--- config.mk ---
export PLATFORM = sky130hd
export DESIGN_NAME = button_debounce_repeat_longpress
export DESIGN_NICKNAME = d
export VERILOG_FILES = /design/src/rtl/core/bdrl_pkg.sv /design/src/rtl/core/bdrl_debounce.sv /design/src/rtl/core/bdrl_repeat.sv /design/src/rtl/core/bdrl_longpress.sv /design/src/rtl/core/button_debounce_repeat_longpress.sv
export SDC_FILE = /design/constraint.sdc
export NUM_CORES = 1
export LEC_CHECK = 0
export ABC_AREA = 1
export BUFFER_PORTS_ARGS = -buffer_cell sky130_fd_sc_hd__buf_2
export CAP_MARGIN = 20
export CORE_ASPECT_RATIO = 0.7
export CORE_MARGIN = 2
export CORE_UTILIZATION = 42
export CTS_CLUSTER_DIAMETER = 40
export DETAILED_ROUTE_END_ITERATION = 6
export GPL_TIMING_DRIVEN = 0
export PLACE_DENSITY_LB_ADDON = 0.05
export SYNTH_ARGS = -nofsm -noshare
export SYNTH_HDL_FRONTEND = slang
export SYNTH_HIERARCHICAL = 1
export SYNTH_SLANG_ARGS = --single-unit
--- constraint.sdc ---
create_clock -name clock -period 6.65 [get_ports clock]
set_input_delay 0.665 -clock clock [delete_from_list [all_inputs] [get_ports clock]]
set_output_delay 0.665 -clock clock [all_outputs]
set_load 0.05 [all_outputs]
--- src/rtl/core/bdrl_pkg.sv ---
// bdrl_pkg: shared types and constants for the button debounce block
// request and response payload structs, csr register indexes, reset values
// no dependencies
`default_nettype none

package bdrl_pkg;

   localparam int CSR_DATA_BITS  = 16;
   localparam int CSR_INDEX_BITS = 2;

   localparam logic [CSR_INDEX_BITS-1:0] CSR_DEBOUNCE_TIME   = 2'd0;
   localparam logic [CSR_INDEX_BITS-1:0] CSR_REPEAT_DELAY    = 2'd1;
   localparam logic [CSR_INDEX_BITS-1:0] CSR_REPEAT_INTERVAL = 2'd2;
   localparam logic [CSR_INDEX_BITS-1:0] CSR_LONG_PRESS_TIME = 2'd3;

   localparam logic [CSR_DATA_BITS-1:0] DEBOUNCE_TIME_RESET   = 16'd25;
   localparam logic [CSR_DATA_BITS-1:0] REPEAT_DELAY_RESET    = 16'd380;
   localparam logic [CSR_DATA_BITS-1:0] REPEAT_INTERVAL_RESET = 16'd110;
   localparam logic [CSR_DATA_BITS-1:0] LONG_PRESS_TIME_RESET = 16'd550;

   typedef struct packed {
      logic [31:0] now_time;
      logic        up_level;
      logic        down_level;
      logic        ok_level;
   } req_type;

   typedef struct packed {
      logic up_event;
      logic down_event;
      logic ok_event;
      logic back_event;
   } rsp_type;

   // per-button debounce outcome for the current request
   typedef struct packed {
      logic press;        // press confirmed by this request
      logic stable_prev;  // debounced state before this request
      logic stable_next;  // debounced state after this request
   } settle_type;

endpackage

`default_nettype wire

--- src/rtl/core/bdrl_debounce.sv ---
// bdrl_debounce: debounce of one active-low button
// holds last raw level, debounced level and time of the last raw change
// depends on bdrl_pkg
`default_nettype none

module bdrl_debounce #(
   parameter int TIME_BITS = 32
) (
   input  wire logic                               clock,
   input  wire logic                               reset,
   input  wire logic                               accept,
   input  wire logic [TIME_BITS-1:0]               now,
   input  wire logic                               level,
   input  wire logic [bdrl_pkg::CSR_DATA_BITS-1:0] debounce_time,
   output      bdrl_pkg::settle_type               settle
);
   import bdrl_pkg::*;

   logic                 last_raw_ff, last_raw_in;
   logic                 stable_ff, stable_in;
   logic [TIME_BITS-1:0] change_time_ff, change_time_in;
   logic                 raw;
   logic [TIME_BITS-1:0] held;
   logic                 settled;

   assign raw     = ~level;
   assign held    = now - change_time_ff;
   assign settled = held >= TIME_BITS'(debounce_time);

   always_comb begin
      last_raw_in    = last_raw_ff;
      stable_in      = stable_ff;
      change_time_in = change_time_ff;
      settle.press   = 1'b0;
      if (raw != last_raw_ff) begin
         // a raw change only restarts the window
         last_raw_in    = raw;
         change_time_in = now;
      end else if (settled) begin
         if (raw && !stable_ff) begin
            stable_in    = 1'b1;
            settle.press = 1'b1;
         end else if (!raw && stable_ff) begin
            stable_in = 1'b0;
         end
      end
      settle.stable_prev = stable_ff;
      settle.stable_next = stable_in;
   end

   always_ff @(posedge clock) begin
      if (reset) begin
         last_raw_ff    <= 1'b0;
         stable_ff      <= 1'b0;
         change_time_ff <= '0;
      end else if (accept) begin
         last_raw_ff    <= last_raw_in;
         stable_ff      <= stable_in;
         change_time_ff <= change_time_in;
      end
   end

endmodule

`default_nettype wire

--- src/rtl/core/bdrl_repeat.sv ---
// bdrl_repeat: press and auto-repeat events for a scroll button
// holds the next repeat due time; takes the debounce outcome of the button
// depends on bdrl_pkg
`default_nettype none

module bdrl_repeat #(
   parameter int TIME_BITS = 32
) (
   input  wire logic                               clock,
   input  wire logic                               reset,
   input  wire logic                               accept,
   input  wire logic [TIME_BITS-1:0]               now,
   input  wire bdrl_pkg::settle_type               settle,
   input  wire logic [bdrl_pkg::CSR_DATA_BITS-1:0] repeat_delay,
   input  wire logic [bdrl_pkg::CSR_DATA_BITS-1:0] repeat_interval,
   output      logic                               scroll_event
);
   import bdrl_pkg::*;

   logic [TIME_BITS-1:0] due_ff, due_in;
   logic [TIME_BITS-1:0] lag;
   logic                 due_reached;

   // signed wrapped difference: due when not negative
   assign lag         = now - due_ff;
   assign due_reached = ~lag[TIME_BITS-1];

   always_comb begin
      scroll_event = settle.press | (settle.stable_next & due_reached);
      if (settle.press) begin
         due_in = now + TIME_BITS'(repeat_delay);
      end else begin
         due_in = now + TIME_BITS'(repeat_interval);
      end
   end

   always_ff @(posedge clock) begin
      if (reset) begin
         due_ff <= '0;
      end else if (accept && scroll_event) begin
         due_ff <= due_in;
      end
   end

endmodule

`default_nettype wire

--- src/rtl/core/bdrl_longpress.sv ---
// bdrl_longpress: short press and long press detection for the ok button
// holds press start time and the back-given flag
// depends on bdrl_pkg
`default_nettype none

module bdrl_longpress #(
   parameter int TIME_BITS = 32
) (
   input  wire logic                               clock,
   input  wire logic                               reset,
   input  wire logic                               accept,
   input  wire logic [TIME_BITS-1:0]               now,
   input  wire bdrl_pkg::settle_type               settle,
   input  wire logic [bdrl_pkg::CSR_DATA_BITS-1:0] long_press_time,
   output      logic                               ok_event,
   output      logic                               back_event
);
   import bdrl_pkg::*;

   logic [TIME_BITS-1:0] start_ff, start_in;
   logic                 done_ff, done_in;
   logic [TIME_BITS-1:0] hold;

   // a press confirmed now restarts the hold from this request
   assign start_in = settle.press ? now : start_ff;
   assign hold     = now - start_in;

   always_comb begin
      done_in    = settle.press ? 1'b0 : done_ff;
      ok_event   = 1'b0;
      back_event = 1'b0;
      if (settle.stable_next) begin
         if (!done_in && (hold >= TIME_BITS'(long_press_time))) begin
            back_event = 1'b1;
            done_in    = 1'b1;
         end
      end else if (settle.stable_prev && !done_in) begin
         ok_event = 1'b1;
      end
   end

   always_ff @(posedge clock) begin
      if (reset) begin
         start_ff <= '0;
         done_ff  <= 1'b0;
      end else if (accept) begin
         start_ff <= start_in;
         done_ff  <= done_in;
      end
   end

endmodule

`default_nettype wire

--- src/rtl/core/button_debounce_repeat_longpress.sv ---
// button_debounce_repeat_longpress: three-button panel front end
// one poll request in, one event response out, every cycle while rsp_stall is low.
//
// req_data carries a millisecond timestamp and the raw active-low levels
// of the up, down and ok buttons. every accepted request gives exactly one
// response on rsp_data with the up, down, ok and back event flags.
// csr_wr_en/csr_index/csr_wdata set the debounce time, repeat delay,
// repeat interval and long-press time; write them only while idle.
// the response is valid in the cycle after the request is taken, from a
// single output register. throughput: one request per cycle while rsp_stall
// is low; per-poll work is a few subtract-and-compare steps on button state.
// when rsp_stall is high with a response held, req_stall rises in the same
// cycle and the held response stays put until taken.
// reset (synchronous) clears all button state, drops rsp_valid and loads
// the csr defaults 25, 380, 110 and 550 ms.
// depends on bdrl_pkg, bdrl_debounce, bdrl_repeat, bdrl_longpress
`default_nettype none

module button_debounce_repeat_longpress #(
   parameter int TIME_BITS = 32
) (
   input  wire logic                                clock,
   input  wire logic                                reset,
   input  wire logic                                req_valid,
   output      logic                                req_stall,
   input  wire bdrl_pkg::req_type                   req_data,
   output      logic                                rsp_valid,
   input  wire logic                                rsp_stall,
   output      bdrl_pkg::rsp_type                   rsp_data,
   input  wire logic                                csr_wr_en,
   input  wire logic [bdrl_pkg::CSR_INDEX_BITS-1:0] csr_index,
   input  wire logic [bdrl_pkg::CSR_DATA_BITS-1:0]  csr_wdata
);
   import bdrl_pkg::*;

   logic [CSR_DATA_BITS-1:0] debounce_time_ff;
   logic [CSR_DATA_BITS-1:0] repeat_delay_ff;
   logic [CSR_DATA_BITS-1:0] repeat_interval_ff;
   logic [CSR_DATA_BITS-1:0] long_press_time_ff;

   logic                 accept;
   logic [TIME_BITS-1:0] now;
   settle_type           up_settle, down_settle, ok_settle;
   rsp_type              rsp_in;
   rsp_type              rsp_ff;
   logic                 rsp_valid_ff;

   assign req_stall = rsp_valid_ff & rsp_stall;
   assign accept    = req_valid & ~req_stall;
   assign now       = TIME_BITS'(req_data.now_time);
   assign rsp_valid = rsp_valid_ff;
   assign rsp_data  = rsp_ff;

   always_ff @(posedge clock) begin
      if (reset) begin
         debounce_time_ff   <= DEBOUNCE_TIME_RESET;
         repeat_delay_ff    <= REPEAT_DELAY_RESET;
         repeat_interval_ff <= REPEAT_INTERVAL_RESET;
         long_press_time_ff <= LONG_PRESS_TIME_RESET;
      end else if (csr_wr_en) begin
         case (csr_index)
            CSR_DEBOUNCE_TIME:   debounce_time_ff   <= csr_wdata;
            CSR_REPEAT_DELAY:    repeat_delay_ff    <= csr_wdata;
            CSR_REPEAT_INTERVAL: repeat_interval_ff <= csr_wdata;
            CSR_LONG_PRESS_TIME: long_press_time_ff <= csr_wdata;
            default: ;
         endcase
      end
   end

   bdrl_debounce #(.TIME_BITS(TIME_BITS)) u_up_debounce (
      .clock         (clock),
      .reset         (reset),
      .accept        (accept),
      .now           (now),
      .level         (req_data.up_level),
      .debounce_time (debounce_time_ff),
      .settle        (up_settle)
   );

   bdrl_debounce #(.TIME_BITS(TIME_BITS)) u_down_debounce (
      .clock         (clock),
      .reset         (reset),
      .accept        (accept),
      .now           (now),
      .level         (req_data.down_level),
      .debounce_time (debounce_time_ff),
      .settle        (down_settle)
   );

   bdrl_debounce #(.TIME_BITS(TIME_BITS)) u_ok_debounce (
      .clock         (clock),
      .reset         (reset),
      .accept        (accept),
      .now           (now),
      .level         (req_data.ok_level),
      .debounce_time (debounce_time_ff),
      .settle        (ok_settle)
   );

   bdrl_repeat #(.TIME_BITS(TIME_BITS)) u_up_repeat (
      .clock           (clock),
      .reset           (reset),
      .accept          (accept),
      .now             (now),
      .settle          (up_settle),
      .repeat_delay    (repeat_delay_ff),
      .repeat_interval (repeat_interval_ff),
      .scroll_event    (rsp_in.up_event)
   );

   bdrl_repeat #(.TIME_BITS(TIME_BITS)) u_down_repeat (
      .clock           (clock),
      .reset           (reset),
      .accept          (accept),
      .now             (now),
      .settle          (down_settle),
      .repeat_delay    (repeat_delay_ff),
      .repeat_interval (repeat_interval_ff),
      .scroll_event    (rsp_in.down_event)
   );

   bdrl_longpress #(.TIME_BITS(TIME_BITS)) u_ok_longpress (
      .clock           (clock),
      .reset           (reset),
      .accept          (accept),
      .now             (now),
      .settle          (ok_settle),
      .long_press_time (long_press_time_ff),
      .ok_event        (rsp_in.ok_event),
      .back_event      (rsp_in.back_event)
   );

   // output register: loads on accept, empties when taken
   always_ff @(posedge clock) begin
      if (reset) begin
         rsp_valid_ff <= 1'b0;
      end else if (accept) begin
         rsp_valid_ff <= 1'b1;
      end else if (!rsp_stall) begin
         rsp_valid_ff <= 1'b0;
      end
   end

   always_ff @(posedge clock) begin
      if (accept) begin
         rsp_ff <= rsp_in;
      end
   end

`ifndef ASSERT_OFF
   a_accept_gives_rsp: assert property (@(posedge clock) disable iff (reset)
      accept |=> rsp_valid)
      else $error("accepted request did not produce a response");

   a_ok_back_exclusive: assert property (@(posedge clock) disable iff (reset)
      rsp_valid |-> !(rsp_data.ok_event && rsp_data.back_event))
      else $error("ok and back events in the same response");

   a_reset_clears_rsp: assert property (@(posedge clock)
      reset |=> !rsp_valid)
      else $error("response valid right after reset");
`endif

endmodule

`default_nettype wire

==> PnR_summary.wiki <==
{| class="wikitable"
! Metric !! Value
|-
| Outcome || completed
|-
| Worst-case register-to-register setup slack || roughly 0.45 ns
|-
| Tot GR Track Use || 0.295
|-
| Reg clk slew, reported paths || 0.06 ns
|-
| # clock sinks || 268
|-
| Most common cell after layout, fill and taps aside || sky130_fd_sc_hd__nand2_1
|-
| Share of cells above drive strength 1 || 0.0832
|-
| Total of max-cap violations || 0
|-
| Routability-driven placement congestion ratio || around 0.94
|-
| Number of port buffers || 63
|-
| Hold Path Origin || req_data[0]
|-
| Worst reg2reg path depth || 43
|-
| Clock Latency Late Sink || 0.60 ns
|-
| Count of boundary I/O pins || 64
|-
| Detailed-route wire length per cell || 17.5 um
|-
| Global-route wire length before repair || about 150000 um
|-
| Final Hold Violating Endpoints || 0
|-
| Root cell of the clock tree || sky130_fd_sc_hd__clkbuf_16
|-
| Time the worst path needs with I/O delays and setup || 6.23 ns
|-
| Reg-to-reg critical path endpoint || rsp_data[0]$_DFFE_PP_
|-
| Tightest slew margin relative to the limit || 0.406
|-
| Startpoint of the worst-slack reg-to-reg timing path || u_ok_debounce/change_time_ff[0]$_SDFFE_PP0P_
|-
| Iter 0 DRT Violations || 2841
|-
| Kind of cell adding the most delay to the critical path || simple AND/OR/NAND/NOR gates
|-
| Maximum root-to-sink buffer count || 3
|-
| Area growth syn-to-layout || 12.4%
|-
| Setup TNS || 0 ns
|-
| Die Y-Extent || around 220 um
|-
| Setup violations, final || 0
|-
| Instance count along the most critical hold path || 2
|-
| Mapped cell area || approximately 0.028 mm2
|-
| CTS hold repair buffers || 0
|-
| Type of element launching the critical path || input pin
|-
| Mapped Nets || a little over 5000
|-
| Via count of the first global-routing pass || approximately 25000
|-
| Highest routed layer || met4
|-
| Row count || 79
|-
| Power Dens Cells || approximately 220 mW/mm2
|-
| Clock Skew || 0.0323 ns
|-
| Required time of the critical path || 7.00 ns
|-
| Achievable Freq || between 0.15 and 0.2 GHz
|-
| Number of synthesis warnings || 6
|-
| Critical-path top delay cell || sky130_fd_sc_hd__ha_2
|-
| Cell repeated most along the worst path || sky130_fd_sc_hd__nand2_1
|-
| Unrepaired setup endpoints after global routing || yes
|-
| Met2 routed wirelength || about 36000 um
|-
| Detailed-route wire length on metal 1 || approximately 56000 um
|-
| Slew at the pin with the worst max-slew slack || 0.891 ns
|-
| Antenna Nets Post-Route || 0
|-
| Crit. End Element || flip-flop
|-
| Clock tree from TritonCTS || yes
|-
| Maximum number of pins on one net before global-route repair || 23
|-
| Detailed placer's ending HPWL || slightly below 80000 um
|-
| Crit-path max cell delay || between 0.4 and 0.5 ns
|-
| Final Cycle Share || 0.937
|-
| Die Outline Area || 0.0689 mm2
|-
| Length of the first detailed-routing pass in iterations || 7
|-
| Destination of the worst hold path || u_ok_debounce/last_raw_ff$_SDFFE_PP0P_
|-
| Starting utilization of the core area || 0.423
|-
| Number of nets in the finished design || about 5300
|-
| Width of the die || approximately 310 um
|-
| Wire length on met3 || 9360 um
|-
| Congestion Overflow GR || 0
|-
| Via density per instance || roughly 5
|-
| Aggregate routed wire length || between 100000 and 150000 um
|-
| Total core area || approximately 0.066 mm2
|-
| IR Drop Worst-Case VDD || 0.000170 V
|-
| Arr. time, crit path || ~6.6 ns
|-
| Worst Path Max Fanout || 12
|-
| Highest-count cells in the layout ignoring fill and taps || 1609 x sky130_fd_sc_hd__nand2_1, 937 x sky130_fd_sc_hd__inv_1, 503 x sky130_fd_sc_hd__nor2_1
|-
| Clock H-tree levels || 2
|-
| Fraction of the core area covered by cells at the end of the flow || 0.476
|-
| DRC violation count after routing || 0
|-
| Number of buffers and inverters on the critical path || 8
|-
| Type of the setup path with the least slack || input pin to flip-flop
|-
| Number of pins exceeding their max-slew limit in the final report || 0
|-
| Leakage || between 15 and 20 nW
|-
| Count of filler cells inserted in the layout || ~7200
|-
| TritonCTS Buffers || 45
|-
| Post-synthesis instance total || around 4800
|-
| Class of the most critical hold timing path || input pin to flip-flop
|-
| Avg Inst Size Synth || between 5 and 6 um2
|-
| Vias || approximately 29000
|-
| Initial antenna violation count || 2
|}
-- flip-flops by register name, indices dropped and copies added (netlist names), 4 cells and up --
name / cells
u_ok_longpress/start_ff: 32
long_press_time_ff: 16
rsp_data: 4
debounce_time_ff: 16
u_down_debounce/change_time_ff: 32
u_up_repeat/due_ff: 32
repeat_delay_ff: 16
u_ok_debounce/change_time_ff: 32
u_up_debounce/change_time_ff: 32
u_down_repeat/due_ff: 32
repeat_interval_ff: 16
-- timing repair --
item                                    CTS  global route
endpoints found under the setup margin   28            47
setup buffers                             0             6
gates resized for setup                  19            73
pin swaps                                 0             7
-- metal layers --
metal	global-route usage	vias up
li1	-	15100
met1	0.484	12900
met2	0.376	990
met3	0.0588	77
met4	0.0624	0
met5	0	-
-- worst max-delay path by stage --
stage / startpoint / to / slack (ns) / cells past startpoint
finish: req_data[15] / rsp_data[0]$_DFFE_PP_ / 0.42 / 46
detailed placement: req_data[3] / rsp_data[0]$_DFFE_PP_ / -1.31 / 46
floorplan: req_data[3] / rsp_data[0]$_DFFE_PP_ / 0.75 / 46
global placement: req_data[3] / rsp_data[0]$_DFFE_PP_ / -1.35 / 46
global route: u_ok_debounce/change_time_ff[0]$_SDFFE_PP0P_ / rsp_data[0]$_DFFE_PP_ / -0.05 / 43
CTS: req_data[3] / rsp_data[0]$_DFFE_PP_ / 0.04 / 46
-- area by class of cell --
| cell class | instances | area, um2 | area share |
|---|---|---|---|
| clock inverter | 35 | 490 | 0.0156 |
| buffer | 109 | 573 | 0.0182 |
| clock buffer | 48 | 1170 | 0.0370 |
| timing repair buffer | 70 | 445 | 0.0141 |
| inverter | 956 | 3590 | 0.114 |
| antenna | 3 | 7.51 | 0.000238 |
| sequential | 268 | 5410 | 0.171 |
| tap | 891 | 1110 | 0.0354 |
| multi-input combinational | 3476 | 18700 | 0.594 |
-- where the power goes --
group          leakage (nW)  switching (mW)  internal [mW]
registers              2.21          0.0759           1.73
logic                  14.0            1.78          0.915
clock network         0.811           0.941           1.65
-- per-stage QoR --
step | worst slack [ns] | std cells | total power, mW | hold WS [ns] | cell area, um2
after global routing | -0.0450 | 5854 | 7.58 | 0.288 | 31500
final | 0.421 | 5856 | 7.09 | 0.309 | 31500
after floorplan | 0.752 | 4810 | 3.70 | 0.429 | 28000
after detailed placement | -1.31 | 5765 | 4.43 | 0.450 | 29500
after global placement | -1.35 | 5764 | 4.42 | 0.447 | 29500
after CTS | 0.0406 | 5848 | 7.05 | 0.275 | 31200
Note: power is estimated with default switching activity, not from simulation.
